<file path="config.mk">
export PLATFORM = sky130hd
export DESIGN_NAME = crrc_front
export DESIGN_NICKNAME = d
export VERILOG_FILES = /design/src/hdl/crrc_pkg.sv /design/src/hdl/crrc_front.sv
export SDC_FILE = /design/constraint.sdc
export NUM_CORES = 2
export LEC_CHECK = 0
export BUFFER_PORTS_ARGS = -buffer_cell sky130_fd_sc_hd__buf_2
export CORE_ASPECT_RATIO = 1.5
export CORE_MARGIN = 10
export CORE_UTILIZATION = 40
export CTS_BUF_LIST = sky130_fd_sc_hd__clkbuf_2
export CTS_CLUSTER_SIZE = 8
export DETAILED_ROUTE_END_ITERATION = 6
export SLEW_MARGIN = 20
export SYNTH_ARGS = -nofsm -noshare
export SYNTH_HDL_FRONTEND = slang
export SYNTH_SLANG_ARGS = --single-unit
</file>
<file path="constraint.sdc">
create_clock -name clk -period 18.27 [get_ports clk]
set_input_delay 4.5675 -clock clk [delete_from_list [all_inputs] [get_ports clk]]
set_output_delay 4.5675 -clock clk [all_outputs]
set_load 0.01 [all_outputs]
</file>
<file path="src/hdl/crrc_pkg.sv">
`timescale 1ns / 1ps
// Shared constants for the circle versus rotated rectangle collision core.
// No dependencies; used by every module of the core.
package crrc_pkg;

  localparam int GUARD_BITS = 8;
  localparam int GAIN_SHIFT = 22;
  localparam int ANGLE_W    = 34;
  localparam int TABLE_LEN  = 24;

  // Limit CORDIC gain inverse, Q30.
  localparam logic [29:0] GAIN_Q30   = 30'd652032874;
  localparam logic [15:0] ANGLE_BIAS = 16'd8192;
  localparam logic signed [14:0] REST_BIAS = 15'sd8192;

  typedef enum logic [1:0] {
    QUAD_ZERO  = 2'd0,
    QUAD_LEFT  = 2'd1,
    QUAD_HALF  = 2'd2,
    QUAD_RIGHT = 2'd3
  } quad_t;

  // atan(2^-i) in units of 2^-32 turn.
  localparam logic [31:0] ATAN_TURN32 [TABLE_LEN] = '{
    32'h20000000, 32'h12E4051E, 32'h09FB385B, 32'h051111D4,
    32'h028B0D43, 32'h0145D7E1, 32'h00A2F61E, 32'h00517C55,
    32'h0028BE53, 32'h00145F2F, 32'h000A2F98, 32'h000517CC,
    32'h00028BE6, 32'h000145F3, 32'h0000A2F9, 32'h0000517D,
    32'h000028BE, 32'h0000145F, 32'h00000A30, 32'h00000518,
    32'h0000028C, 32'h00000146, 32'h000000A3, 32'h00000051
  };

endpackage

</file>
<file path="src/hdl/crrc_front.sv">
`timescale 1ns / 1ps
// Front end: offset, quarter-turn pre-rotation, angle remainder, gain multiply.
// Two register stages. Depends on crrc_pkg.
module crrc_front #(
  parameter int COORD_WIDTH = 24,
  parameter int XW = COORD_WIDTH + 11,
  parameter int SIDE_W = 7 * COORD_WIDTH - 1
) (
  input  logic clk,
  input  logic rst,
  input  logic up_valid,
  output logic up_stall,
  input  logic signed [COORD_WIDTH-1:0] rect_center_x,
  input  logic signed [COORD_WIDTH-1:0] rect_center_y,
  input  logic signed [COORD_WIDTH-1:0] pivot_x,
  input  logic signed [COORD_WIDTH-1:0] pivot_y,
  input  logic [15:0] turn_angle,
  input  logic [COORD_WIDTH-2:0] box_width,
  input  logic [COORD_WIDTH-2:0] box_height,
  input  logic signed [COORD_WIDTH-1:0] circle_x,
  input  logic signed [COORD_WIDTH-1:0] circle_y,
  input  logic [COORD_WIDTH-2:0] circle_rad,
  output logic dn_valid,
  input  logic dn_stall,
  output logic signed [XW-1:0] dn_x,
  output logic signed [XW-1:0] dn_y,
  output logic signed [crrc_pkg::ANGLE_W-1:0] dn_z,
  output logic [SIDE_W-1:0] dn_side
);

  localparam int DW = COORD_WIDTH + 1;
  localparam int PW = COORD_WIDTH + 32;

  logic a_valid, b_valid;
  logic a_hold, b_hold;
  logic signed [DW-1:0] a_x, a_y;
  logic signed [crrc_pkg::ANGLE_W-1:0] a_z, b_z;
  logic [SIDE_W-1:0] a_side, b_side;
  logic signed [XW-1:0] b_x, b_y;

  logic signed [DW-1:0] dx, dy, lox, loy, x_q, y_q;
  logic [15:0] shifted;
  crrc_pkg::quad_t quad;
  logic signed [14:0] rest;
  logic signed [crrc_pkg::ANGLE_W-1:0] z_q;
  logic signed [PW-1:0] prod_x, prod_y;

  assign b_hold = b_valid & dn_stall;
  assign a_hold = a_valid & b_hold;
  assign up_stall = a_hold;

  always_comb begin
    dx = DW'(circle_x) - DW'(rect_center_x);
    dy = DW'(circle_y) - DW'(rect_center_y);
    lox = DW'(rect_center_x) - DW'(pivot_x);
    loy = DW'(rect_center_y) - DW'(pivot_y);
    shifted = turn_angle + crrc_pkg::ANGLE_BIAS;
    quad = crrc_pkg::quad_t'(shifted[15:14]);
    rest = $signed({1'b0, shifted[13:0]}) - crrc_pkg::REST_BIAS;
    z_q = crrc_pkg::ANGLE_W'(rest) <<< 16;
    case (quad)
      crrc_pkg::QUAD_LEFT: begin
        x_q = -dy;
        y_q = dx;
      end
      crrc_pkg::QUAD_HALF: begin
        x_q = -dx;
        y_q = -dy;
      end
      crrc_pkg::QUAD_RIGHT: begin
        x_q = dy;
        y_q = -dx;
      end
      default: begin
        x_q = dx;
        y_q = dy;
      end
    endcase
  end

  always_comb begin
    prod_x = a_x * $signed({1'b0, crrc_pkg::GAIN_Q30});
    prod_y = a_y * $signed({1'b0, crrc_pkg::GAIN_Q30});
  end

  always_ff @(posedge clk) begin
    if (rst) begin
      a_valid <= 1'b0;
      b_valid <= 1'b0;
    end else begin
      if (!a_hold) a_valid <= up_valid;
      if (!b_hold) b_valid <= a_valid;
    end
  end

  always_ff @(posedge clk) begin
    if (!a_hold) begin
      a_x <= x_q;
      a_y <= y_q;
      a_z <= z_q;
      a_side <= {rect_center_x, rect_center_y, lox, loy, box_width, box_height,
                 circle_rad};
    end
    if (!b_hold) begin
      b_x <= XW'(prod_x >>> crrc_pkg::GAIN_SHIFT);
      b_y <= XW'(prod_y >>> crrc_pkg::GAIN_SHIFT);
      b_z <= a_z;
      b_side <= a_side;
    end
  end

  assign dn_valid = b_valid;
  assign dn_x = b_x;
  assign dn_y = b_y;
  assign dn_z = b_z;
  assign dn_side = b_side;

endmodule

</file>
==> metrics.md <==
| Metric | Value |
|---|---|
| Post-Syn Instances | slightly below 4,000 |
| Antenna-violating nets left | 0 |
| Clk pin slew, worst setup/hold paths | 110 ps |
| Synthesized flop and latch total | around 480 |
| # hold bufs at CTS | 0 |
| Placeable Area | 114,000 sq um |
| Die X | 297 um |
| DR top layer | met5 |
| Layout Skew | 127 ps |
| Max cap viols | 0 |
| Number of global-route vias before repair | 33,401 |
| Synth Flop Type | edfxtp_1 |
| Post-route setup TNS | 0 ps |
| Worst-Skew Late Latency | 1380 ps |
| GRT Util Overall | roughly a fifth |
| DR WL/cell | 20.3 um |
| Grt ovf | 0 |
| Die height | roughly 440 um |
| Cell mode on critical path | buf_2 |
| Met3 routed WL | roughly 7500 um |
| CP Data Arrival Time | 5550 ps |
| Syn_area_per_cell | approximately 12 sq um |
| Ys async rst share | 0% |
| Clk root buf | clkbuf_2 |
| Finished Layout Cells | 6,201 |
| Critical path required time | 13,700 ps |
| Post-CTS Resized | 0 |
| Max-slew headroom | 24.5% |
| Nets | 6,012 |
| Netlist cell types | 86 |
| Commonest non-fill, non-tap cell in the layout | inv_1 |
| Worst hold slack | 374 ps |
| Area Overhead vs Synth | 11.8% |
| Crit path cell chain | buf_2 -> nand3_4 -> inv_1 -> buf_2 |
| Number of buffers created by CTS | 113 |
| Largest net degree at the start of global routing | 164 |
| FMAX | 98.8 MHz |
| Io pins | 506 |
| Final period util | 55.4% |
| Vias | 30,008 |
| Pins Over Slew Limit | 0 |
| WHS Endpoint | dn_z[20] |
| Placer Congestion | 0.953 |
| Top-area cell type share of the netlist area | 31.3% |
| Min-Delay Path Class | reg -> reg |
| Sequential fraction of the synthesis area | 31.4% |
| Worst-path maximum fanout | 43 |
| # rows | 152 |
| Share of post-route cells with drive strength above 1 | approximately 16% |
| Highest-count cells in the layout ignoring fill and taps | 1,038 x inv_1, 624 x fa_1, 602 x ha_1, 489 x buf_2, 480 x edfxtp_1 |
| Post-synth EDFFs | 480 |
| Starting Density | 40.2% |
| Unrepaired setup endpoints after global routing | no |
| Initial antenna violation count | between 40 and 50 |
| Clock sinks | 482 |
| Worst setup SP type | input pin |
| Global-route wire length before repair | a little under 200,000 um |
| Initial DRT Pass Iterations | 7 |
| CTS tree | yes |
| Crit-path max cell delay | 490 ps |
| CP endpoint kind | output pin |
| Setup violations, final | 0 |
| Post-DR vias/cell | ~4.8 |
| Final WL | 126,000 um |
| Die area | about 130,000 sq um |
| Worst R2R End | dn_x[26] |
| Final min period | between 10,000 and 15,000 ps |
| Worst reg2reg path depth | 24 |
| Metal2 WL | 67,200 um |
| Setup CP Type | in -> out |
| HP Start | a_z[20] |
| Fillers | approximately 11,000 |
| DRT met1 WL | ~44,000 um |
| # H-tree levels | 3 |
| Clock buffer depth | 3 |
| Placed cells | ~6,000 |
| Post-Syn Area | 46,100 sq um |
| Post-DP HPWL | between 100,000 and 150,000 um |
| Synth Warn # | 0 |
| # DRC | 1 |
| Final hold violations | 0 |
| # Post-CTS Setup Buffers | 0 |
| Slowest cell on the critical path | nand3_4 |
| Failing checks | DRC |
| Reg-to-reg startpoint | a_x[3] |
| Hold depth | 0 |
| Slew @ Worst Pin | around 1100 ps |
| I/O Buffers | between 400 and 500 |
| Outcome | complete, but fails checks |
| Top cells by area, synth | edfxtp_1 31%, fa_1 27%, ha_1 16%, inv_1 8.5%, xnor2_1 2.4% |
| R2R Setup Slk | just under 10,000 ps |
| DR iter-0 viols | 1,183 |
| Synth area leader | edfxtp_1 |
-- routing by layer --
metal	GRT usage [%]	vias to the layer above
li1	-	14139
met1	19.6	14720
met2	36.4	797
met3	4.95	314
met4	11.0	38
met5	0	-
-- cell usage after synthesis, drive strengths merged (7+ instances only) --
cell and n:
and2 10, mux2i 7, o211ai 12, or2 19, a211oi 10, nand2 101, o31ai 13, edfxtp 480
o21a 22, or3 19, fa 624, o21bai 13, xor2 62, nand2b 22, ha 603, o21ai 95
a21o 62, mux2 12, nor2b 25, nand4 19, and3 18, xnor2 126, nand3 37, buf 27
clkbuf 25, nor2 144, inv 1039, a31oi 23, a21oi 145, nor3 53
-- cell families (layout without fill, tap and decap cells) --
logic type	count (synthesis)	count (layout)	synth area share, %
fa+ha+maj	1227	1227	43.5
buf+inv	1091	1747	9.07
simple gates	496	496	5.38
flops	482	482	31.4
compound gates	467	467	6.53
xor+xnor	188	188	3.58
mux	21	21	0.543
other cells	1	33	0.00814
-- worst max-delay path: cells and delay by family --
family / cells / cell delay (ps)
simple gates: 1 / 490
buf+inv: 3 / 470
-- metrics by stage --
stage	area, sq um	setup slack (ps)	util, %
global route	51500	8000	45.0
floorplan	46100	2600	-
CTS	51400	8120	44.9
detailed placement	50300	8120	44.0
global placement	50300	8130	44.0
finish	51500	8150	45.0
-- worst max path at each step --
stage	slack, ps	endpoint	from	cells past startpoint
after global routing	8000	up_stall	dn_stall	4
final	8150	up_stall	dn_stall	4
after detailed placement	8120	up_stall	dn_stall	4
after global placement	8130	up_stall	dn_stall	4
after CTS	8120	up_stall	dn_stall	4
after floorplan	2600	up_stall	dn_stall	2
-- flip-flops by register name, indices dropped and copies added (netlist names) --
name      count
dn_side     167
dn_valid      1
dn_x         34
a_side      167
dn_z         14
a_z          14
dn_y         34
a_valid       1
a_y          25
a_x          25
-- area by class of cell --
type	instances	area [sq um]	share of cell area, %
Sequential cell	482	14500	28.1
Clock inverter	45	279	0.542
Timing Repair Buffer	501	2550	4.95
Inverter	1039	3900	7.58
Multi-Input combinational cell	2415	27500	53.5
Tap cell	1540	1930	3.74
Antenna cell	17	42.5	0.0826
Clock buffer	162	811	1.57
Power is left out: the tool's default activity adds up to more than one toggle a clock period on the data nets, which glitch-free logic cannot reach.
