## src/hdl/crrc_pkg.sv

```systemverilog
`timescale 1ns / 1ps
// Shared constants for the circle versus rotated rectangle collision core.
// No dependencies; used by every module of the core.
package crrc_pkg;

  localparam int GUARD_BITS = 8;
  localparam int GAIN_SHIFT = 22;
  localparam int ANGLE_W    = 34;
  localparam int TABLE_LEN  = 24;

  // Limit CORDIC gain inverse, Q30.
  localparam logic [29:0] GAIN_Q30   = 30'd652032874;
  localparam logic [15:0] ANGLE_BIAS = 16'd8192;
  localparam logic signed [14:0] REST_BIAS = 15'sd8192;

  typedef enum logic [1:0] {
    QUAD_ZERO  = 2'd0,
    QUAD_LEFT  = 2'd1,
    QUAD_HALF  = 2'd2,
    QUAD_RIGHT = 2'd3
  } quad_t;

  // atan(2^-i) in units of 2^-32 turn.
  localparam logic [31:0] ATAN_TURN32 [TABLE_LEN] = '{
    32'h20000000, 32'h12E4051E, 32'h09FB385B, 32'h051111D4,
    32'h028B0D43, 32'h0145D7E1, 32'h00A2F61E, 32'h00517C55,
    32'h0028BE53, 32'h00145F2F, 32'h000A2F98, 32'h000517CC,
    32'h00028BE6, 32'h000145F3, 32'h0000A2F9, 32'h0000517D,
    32'h000028BE, 32'h0000145F, 32'h00000A30, 32'h00000518,
    32'h0000028C, 32'h00000146, 32'h000000A3, 32'h00000051
  };

endpackage

```

## src/hdl/crrc_cell.sv

```systemverilog
`timescale 1ns / 1ps
// One CORDIC micro-rotation cell with its own register stage.
// Depends on crrc_pkg for the arctangent table.
module crrc_cell #(
  parameter int XW = 35,
  parameter int SIDE_W = 167,
  parameter int STEP = 0
) (
  input  logic clk,
  input  logic rst,
  input  logic up_valid,
  output logic up_stall,
  input  logic signed [XW-1:0] up_x,
  input  logic signed [XW-1:0] up_y,
  input  logic signed [crrc_pkg::ANGLE_W-1:0] up_z,
  input  logic [SIDE_W-1:0] up_side,
  output logic dn_valid,
  input  logic dn_stall,
  output logic signed [XW-1:0] dn_x,
  output logic signed [XW-1:0] dn_y,
  output logic signed [crrc_pkg::ANGLE_W-1:0] dn_z,
  output logic [SIDE_W-1:0] dn_side
);

  localparam logic signed [crrc_pkg::ANGLE_W-1:0] ATAN =
    $signed({{(crrc_pkg::ANGLE_W-32){1'b0}}, crrc_pkg::ATAN_TURN32[STEP]});

  logic valid, hold;
  logic signed [XW-1:0] x, y, xs, ys, x_next, y_next;
  logic signed [crrc_pkg::ANGLE_W-1:0] z, z_next;
  logic [SIDE_W-1:0] side;

  assign hold = valid & dn_stall;
  assign up_stall = hold;

  always_comb begin
    xs = up_x >>> STEP;
    ys = up_y >>> STEP;
    if (!up_z[crrc_pkg::ANGLE_W-1]) begin
      x_next = up_x - ys;
      y_next = up_y + xs;
      z_next = up_z - ATAN;
    end else begin
      x_next = up_x + ys;
      y_next = up_y - xs;
      z_next = up_z + ATAN;
    end
  end

  always_ff @(posedge clk) begin
    if (rst) begin
      valid <= 1'b0;
    end else if (!hold) begin
      valid <= up_valid;
    end
  end

  always_ff @(posedge clk) begin
    if (!hold) begin
      x <= x_next;
      y <= y_next;
      z <= z_next;
      side <= up_side;
    end
  end

  assign dn_valid = valid;
  assign dn_x = x;
  assign dn_y = y;
  assign dn_z = z;
  assign dn_side = side;

endmodule

```

## config.mk

```make
export PLATFORM = sky130hd
export DESIGN_NAME = crrc_cell
export DESIGN_NICKNAME = d
export VERILOG_FILES = /design/src/hdl/crrc_pkg.sv /design/src/hdl/crrc_cell.sv
export SDC_FILE = /design/constraint.sdc
export NUM_CORES = 1
export LEC_CHECK = 0
export BUFFER_PORTS_ARGS = -buffer_cell sky130_fd_sc_hd__buf_2
export CORE_AREA = 2 2 212 214
export DETAILED_ROUTE_END_ITERATION = 6
export DIE_AREA = 0 0 214 216
export PLACE_DENSITY = 0.67
export REMOVE_ABC_BUFFERS = 1
export SLEW_MARGIN = 20
export SYNTH_ARGS = -nofsm -noshare
export SYNTH_HDL_FRONTEND = slang
export SYNTH_SLANG_ARGS = --single-unit
```

## constraint.sdc

```tcl
create_clock -name clk -period 15.6 [get_ports clk]
set_input_delay 1.56 -clock clk [delete_from_list [all_inputs] [get_ports clk]]
set_output_delay 1.56 -clock clk [all_outputs]
set_load 0.01 [all_outputs]
```

==> results of run 1 <==
==> registers in the layout, summed over array words and instances (netlist names) <==
name      flops
dn_side     167
dn_valid      1
dn_x         35
dn_y         34
dn_z         34
==> synthesized netlist by cell type, drive strengths merged, types with 4 or more instances <==
master   number
nand3        14
ha          107
a211oi       10
nor2         98
or3           4
inv         110
mux2i        17
nor4         11
o31a          4
o211ai       14
a21boi        4
edfxtp      270
fa            4
a21o         18
o21ai        73
nand2b        7
o21a         16
nand4        15
o21bai       22
a2111oi       6
clkbuf       20
a21oi       119
xnor2        59
nand2        58
a31oi         9
xor2         10
nor2b        14
nor3         12
buf          27
o31ai         9
==> critical path: stages <==
cell and delay [ns]:
buf_2 0.11, inv_1 0.04, ha_1 0.21, fa_1 0.39, nand2b_1 0.19, a21o_1 0.22
a31oi_2 0.32, a21boi_0 0.19, o221ai_1 0.19, a21oi_1 0.18, o311ai_0 0.44, o21ai_0 0.19
xnor2_1 0.47
==> path summary, 6_finish.rpt <==
check	start	end	slack, ns
setup / recovery	up_x[0]	dn_x[18]	11.17
hold / removal	dn_valid	dn_side[17]	1.03
setup reg to reg	dn_valid	dn_y[7]	12.84
hold reg to reg	dn_valid	dn_side[17]	1.03
==> power by group through the flow <==
stage	combinational, mW	sequential, mW	clock, mW
final	0.470	0.933	0.639
after global routing	0.506	0.938	0.679
after CTS	0.470	0.933	0.652
after detailed placement	0.469	0.947	0
after global placement	0.467	0.947	0
after floorplan	0.201	0.988	0
==> logic make-up after synthesis <==
| kind of cell | synth area share (%) |
|---|---|
| flip-flops | 56.5 |
| adder cells (fa/ha/maj) | 9.86 |
| XOR/XNOR | 4.20 |
| multiplexers | 1.18 |
| AND/OR/NAND/NOR | 7.87 |
| AO/OA/AOI/OAI | 15.8 |
| buffers and inverters | 4.56 |
==> stage by stage <==
| step | cell area, µm² | instances | util [%] |
|---|---|---|---|
| 3_5_place_dp | 17700 | 2314 | 40.4 |
| 5_1_grt | 18600 | 2369 | 42.4 |
| 6_report | 18600 | 2375 | 42.4 |
| 3_3_place_gp | 17700 | 2314 | 40.4 |
| 2_1_floorplan | 14200 | 1167 | - |
| 4_1_cts | 18600 | 2365 | 42.4 |
==> routing by layer <==
layer	global-route usage, %	wire length (µm)	vias to the layer above
li1	-	-	5503
met1	31.7	24000	5973
met2	42.1	29100	516
met3	3.38	3780	73
met4	6.25	1360	0
met5	0	0	-
==> layout make-up <==
cell class | count | share of cell area [%]
flip-flops and latches | 271 | 43.7
multi-input cells | 783 | 30.2
repair buffers | 555 | 15.0
clock buffers | 33 | 3.98
well taps | 592 | 3.98
inverters | 113 | 2.29
clock inverters | 18 | 0.659
diodes | 10 | 0.135
==> results_dict.tcl, run 1 <==
set metrics [dict create \
    fin_worst_skew_ns 0.0129 \
    grt_antenna_before_repair 21 \
    ys_async_sr_fraction_pct 0 \
    clock_tree_from_tritoncts "done" \
    clock_tree.htree_level_count 1 \
    combinationalPowerShare_pct 23.0 \
    post_synth_main_area_contributors "edfxtp_1 56%, ha_1 9.3%, a21oi_1 4.0%, xnor2_1 3.6%, inv_1 2.7%" \
    synth_edf_count 270 \
    netSwitchingFraction_pct 30.0 \
    worstSetupPathType "input port to register" \
    finalMaxSlewViolations 0 \
    layout.area.seq_mm2 0.00813 \
    period_minus_slack_ns 4.43 \
    timing.fmax_mhz 226 \
    grt.overflow.total 0 \
    finalHoldViolCount 0 \
    finalWeightedCongestion 1.01 \
    clkSinkCount 271 \
    setup_viol 0 \
    grt_setup_unrepaired "false" \
    synth-seq-area-share_pct 56.5 \
    slew_headroom_pct 41.7 \
    floorplan.die.width_um 214 \
    cts_resized 0 \
    cts-buffers-inserted 29 \
    switching_power_mw 0.614 \
    setup_ws_ns 11.17 \
    largest_net_degree_at_the_start_of_global_routing 70 \
    chipHeight_um 216 \
    worst_hold_slack_ns 1.03 \
    hold_path.class "register to register" \
    clkTransAtPathRegs_ns 0.06 \
    starting_density_pct 32.8 \
    max_ir_drop_vdd_uv 61.5 \
    ys_warn_count 0 \
    cts_setup_buffers 0 \
    holdBufCountCts 0 \
    net_total_in_the_final_layout 2139 \
    final_common_cell "buf_2" \
    mean_instance_size_in_the_synthesized_netlist_um2 11.9 \
    drt_wl_total_um 58200 \
    netlist_instances 1214 \
    worst_skew_pair.late_latency_ns 0.55 \
    grt_first_pass_wirelength_um 82300 \
    placement.io_buffers 547 \
    maxCapViolCount 0 \
    route.vias.total 12100 \
    drtIter0Drc 1046 \
    core_region_area_mm2 0.0438 \
    hold_path_depth 1 \
    hpwl_um 48600 \
    route.detailed.drc 0 \
    synth_cell_types 80 \
    critPathLaunchType "input port" \
    crit_fanout 4 \
    totalPowerFinal_mw 2.04 \
    number_of_global_route_vias_before_repair 11800 \
    cellLeakagePower_nw 8.23 \
    root_buffer "clkbuf_16" \
    floorplan.rows 77 \
    arrival_ns 4.71 \
    min_period_over_period_pct 28.4 \
    drive_above_1_share_pct 35.5 \
    setup_total_negative_slack_ns 0 \
    power.internal_mw 1.43 \
    commonest_cells_after_routing_fill_and_taps_aside "547 x buf_2, 270 x edfxtp_1, 116 x a21oi_1" \
    worst_setup_path_end_kind "register" \
    synth_top_cell_by_area "edfxtp_1" \
    via_per_inst 5.08 \
    multi_input_combinational_cell_area_mm2 0.00561 \
    mapped_cell_area_mm2 0.0144 \
    dp_worst_setup_slack_ns 10.66 \
    antenna_violating_nets_post_route 0 \
    synth_top_cell_area_share_pct 56.3 \
    share_of_total_power_in_sequential_cells_pct 45.7 \
    wl_per_cell_um 24.5 \
    ys_seq_elements 271 \
    top_level_ports 548 \
    status "complete, no violations" \
    pwr_density_cell_mw_per_mm2 110 \
    rr_worst_depth 3 \
    global_route.usage.total_pct 24.2 \
    firstDrtPassIters 5 \
    area.growth.synth_to_final_pct 29.2 \
    layout.filler_cells 4206 \
    floorplan.die_area_mm2 0.0462 \
    cts.path.max_buffers 3 \
    synth_flop_cell "edfxtp_1" \
    p_clk_share_pct 31.3 \
    worst_slew_pin_slew_ns 0.852 \
    required_ns 15.87 \
]
Power figures use the tool's default switching activity.
==> run 2, diff against run 1 <==
clock period = 4.45 ns   (was 15.6 ns; I/O delays follow)
==> run 2 against run 1 <==
Combinational power grew to 3.5 times the previous value. Critical path type unchanged. Design area grew 0.88%. First-iteration DRC count grew 7.1%. Flip-flop and latch count is the same. Largest power group unchanged. Register-to-register slack lost 10 ns. Routed wire length shrank 1.9%. Highest routed layer unchanged. Critical path depth shrank 1. Critical endpoint is now dn_x[34].
==> results_dict.tcl, run 2 (synthesis gave the netlist of run 1 again) <==
set metrics [dict create \
    status "complete, no violations" \
    layout.area.seq_mm2 0.00813 \
    worst_skew_pair.late_latency_ns 0.55 \
    totalPowerFinal_mw 7.47 \
    rr_worst_depth 2 \
    firstDrtPassIters 6 \
    required_ns 4.73 \
    core_region_area_mm2 0.0438 \
    starting_density_pct 32.8 \
    fin_worst_skew_ns 0.0164 \
    p_clk_share_pct 34.3 \
    timing.fmax_mhz 333 \
    setup_total_negative_slack_ns 0 \
    layout.filler_cells 4255 \
    setup.worst_path.end "dn_x[34]" \
    clock_tree_from_tritoncts "done" \
    hold_path.class "input port to register" \
    hpwl_um 47600 \
    setup.reg_to_reg.worst_slack_ns 2.49 \
    chipHeight_um 216 \
    drtIter0Drc 1120 \
    max_ir_drop_vdd_uv 275 \
    drt_wl_total_um 57100 \
    worst_hold_slack_ns 0.0583 \
    global_route.usage.total_pct 23.7 \
    cts_setup_buffers 0 \
    grt_first_pass_wirelength_um 80700 \
    cts_resized 0 \
    via_per_inst 5.08 \
    cellLeakagePower_nw 8.30 \
    grt_antenna_before_repair 24 \
    min_period_over_period_pct 67.4 \
    worst_slew_pin_slew_ns 0.925 \
    placement.cell_area_mm2 0.0177 \
    floorplan.die.width_um 214 \
    finalInstanceArea_mm2 0.0188 \
    grt_setup_unrepaired "false" \
    holdBufCountCts 0 \
    arrival_ns 3.28 \
    worst_r2r_endpoint "dn_y[8]" \
    period_minus_slack_ns 3.00 \
    worstSetupStartpoint "up_x[7]" \
    combinationalPowerShare_pct 21.8 \
    net_total_in_the_final_layout 2140 \
    clkTransAtPathRegs_ns 0.06 \
    placement.io_buffers 547 \
    cts.path.max_buffers 3 \
    area.growth.synth_to_final_pct 30.3 \
    grt.overflow.total 0 \
    crit_fanout 8 \
    finalWeightedCongestion 1.01 \
    clock_tree.htree_level_count 1 \
    slew_headroom_pct 37.8 \
    maxCapViolCount 0 \
    commonest_cells_after_routing_fill_and_taps_aside "547 x buf_2, 270 x edfxtp_1, 116 x a21oi_1" \
    r2r_start "dn_valid" \
    floorplan.die_area_mm2 0.0462 \
    antenna_violating_nets_post_route 0 \
    worstSetupPathType "input port to register" \
    route.detailed.drc 0 \
    multi_input_combinational_cell_area_mm2 0.00561 \
    setup_viol 0 \
    route.vias.total 12100 \
    switching_power_mw 2.17 \
    worst_setup_path_end_kind "register" \
    pwr_density_cell_mw_per_mm2 398 \
    netSwitchingFraction_pct 29.0 \
    clkSinkCount 271 \
    wl_per_cell_um 24.0 \
    finalMaxSlewViolations 0 \
    drive_above_1_share_pct 35.7 \
    floorplan.rows 77 \
    critPathLaunchType "input port" \
    share_of_the_core_filled_with_cells_pct 42.8 \
    largest_net_degree_at_the_start_of_global_routing 109 \
    root_buffer "clkbuf_16" \
    number_of_flip_flops_in_the_largest_register 167 \
    top_level_ports 548 \
    power.internal_mw 5.30 \
    share_of_total_power_in_sequential_cells_pct 43.8 \
    number_of_global_route_vias_before_repair 11600 \
    final_common_cell "buf_2" \
    cts-buffers-inserted 29 \
    finalHoldViolCount 0 \
]
run 2: cell types whose count changed in the layout (fill, tap and decap cells not counted):
cell,before,now
buf_4,8,7
bufinv_16,1,6
clkinvlp_4,2,3
clkinv_4,1,0
clkbuf_1,4,2
diode_2,10,6
inv_6,2,3
buf_12,0,2
clkinv_2,6,4
run 2: critical path, stage by stage:
cell and delay [ns]:
buf_2 0.10, inv_1 0.04, ha_1 0.42, clkinv_2 0.13, a21oi_1 0.07, o31ai_1 0.75, o311ai_2 0.21, a31oi_2 0.33
o31ai_4 0.14, a2111oi_2 0.40, a211oi_2 0.08, xnor2_1 0.16
run 2: cell type report:
class	instances	share of cell area, %
diodes	6	0.0801
clock buffers	31	3.91
clock inverters	22	1.44
inverters	113	2.27
multi-input cells	783	29.9
flip-flops and latches	271	43.3
well taps	592	3.95
repair buffers	556	15.1
run 2: how the worst min path moves through the flow:
stage / startpoint / endpoint / cells past startpoint
3_5_place_dp: up_side[141] / dn_side[141] / 1
3_3_place_gp: up_side[75] / dn_side[75] / 1
5_1_grt: up_side[111] / dn_side[111] / 1
4_1_cts: up_side[88] / dn_side[88] / 1
6_report: up_side[86] / dn_side[86] / 1
2_1_floorplan: rst / dn_valid / 1
run 2: metal layers:
| layer | routed length [µm] | vias up | global-route usage, % |
|---|---|---|---|
| li1 | - | 5518 | - |
| met1 | 22900 | 5902 | 30.5 |
| met3 | 3710 | 83 | 3.34 |
| met5 | 0 | - | 0 |
| met2 | 29000 | 548 | 41.9 |
| met4 | 1450 | 0 | 6.34 |
run 2: power groups by stage:
stage          logic (mW)  clock network, mW  registers (mW)
2_1_floorplan       0.704                  0            3.46
3_3_place_gp         1.62                  0            3.33
3_5_place_dp         1.62                  0            3.33
4_1_cts              1.63               2.64            3.28
5_1_grt              1.75               2.72            3.30
6_report             1.63               2.57            3.28
run 2: metrics by stage:
stage / setup slack, ns / instances
after floorplan: -2.94 / 1167
after global placement: 0.973 / 2315
after detailed placement: 0.926 / 2315
after CTS: 1.52 / 2368
after global routing: 1.27 / 2372
final: 1.45 / 2374
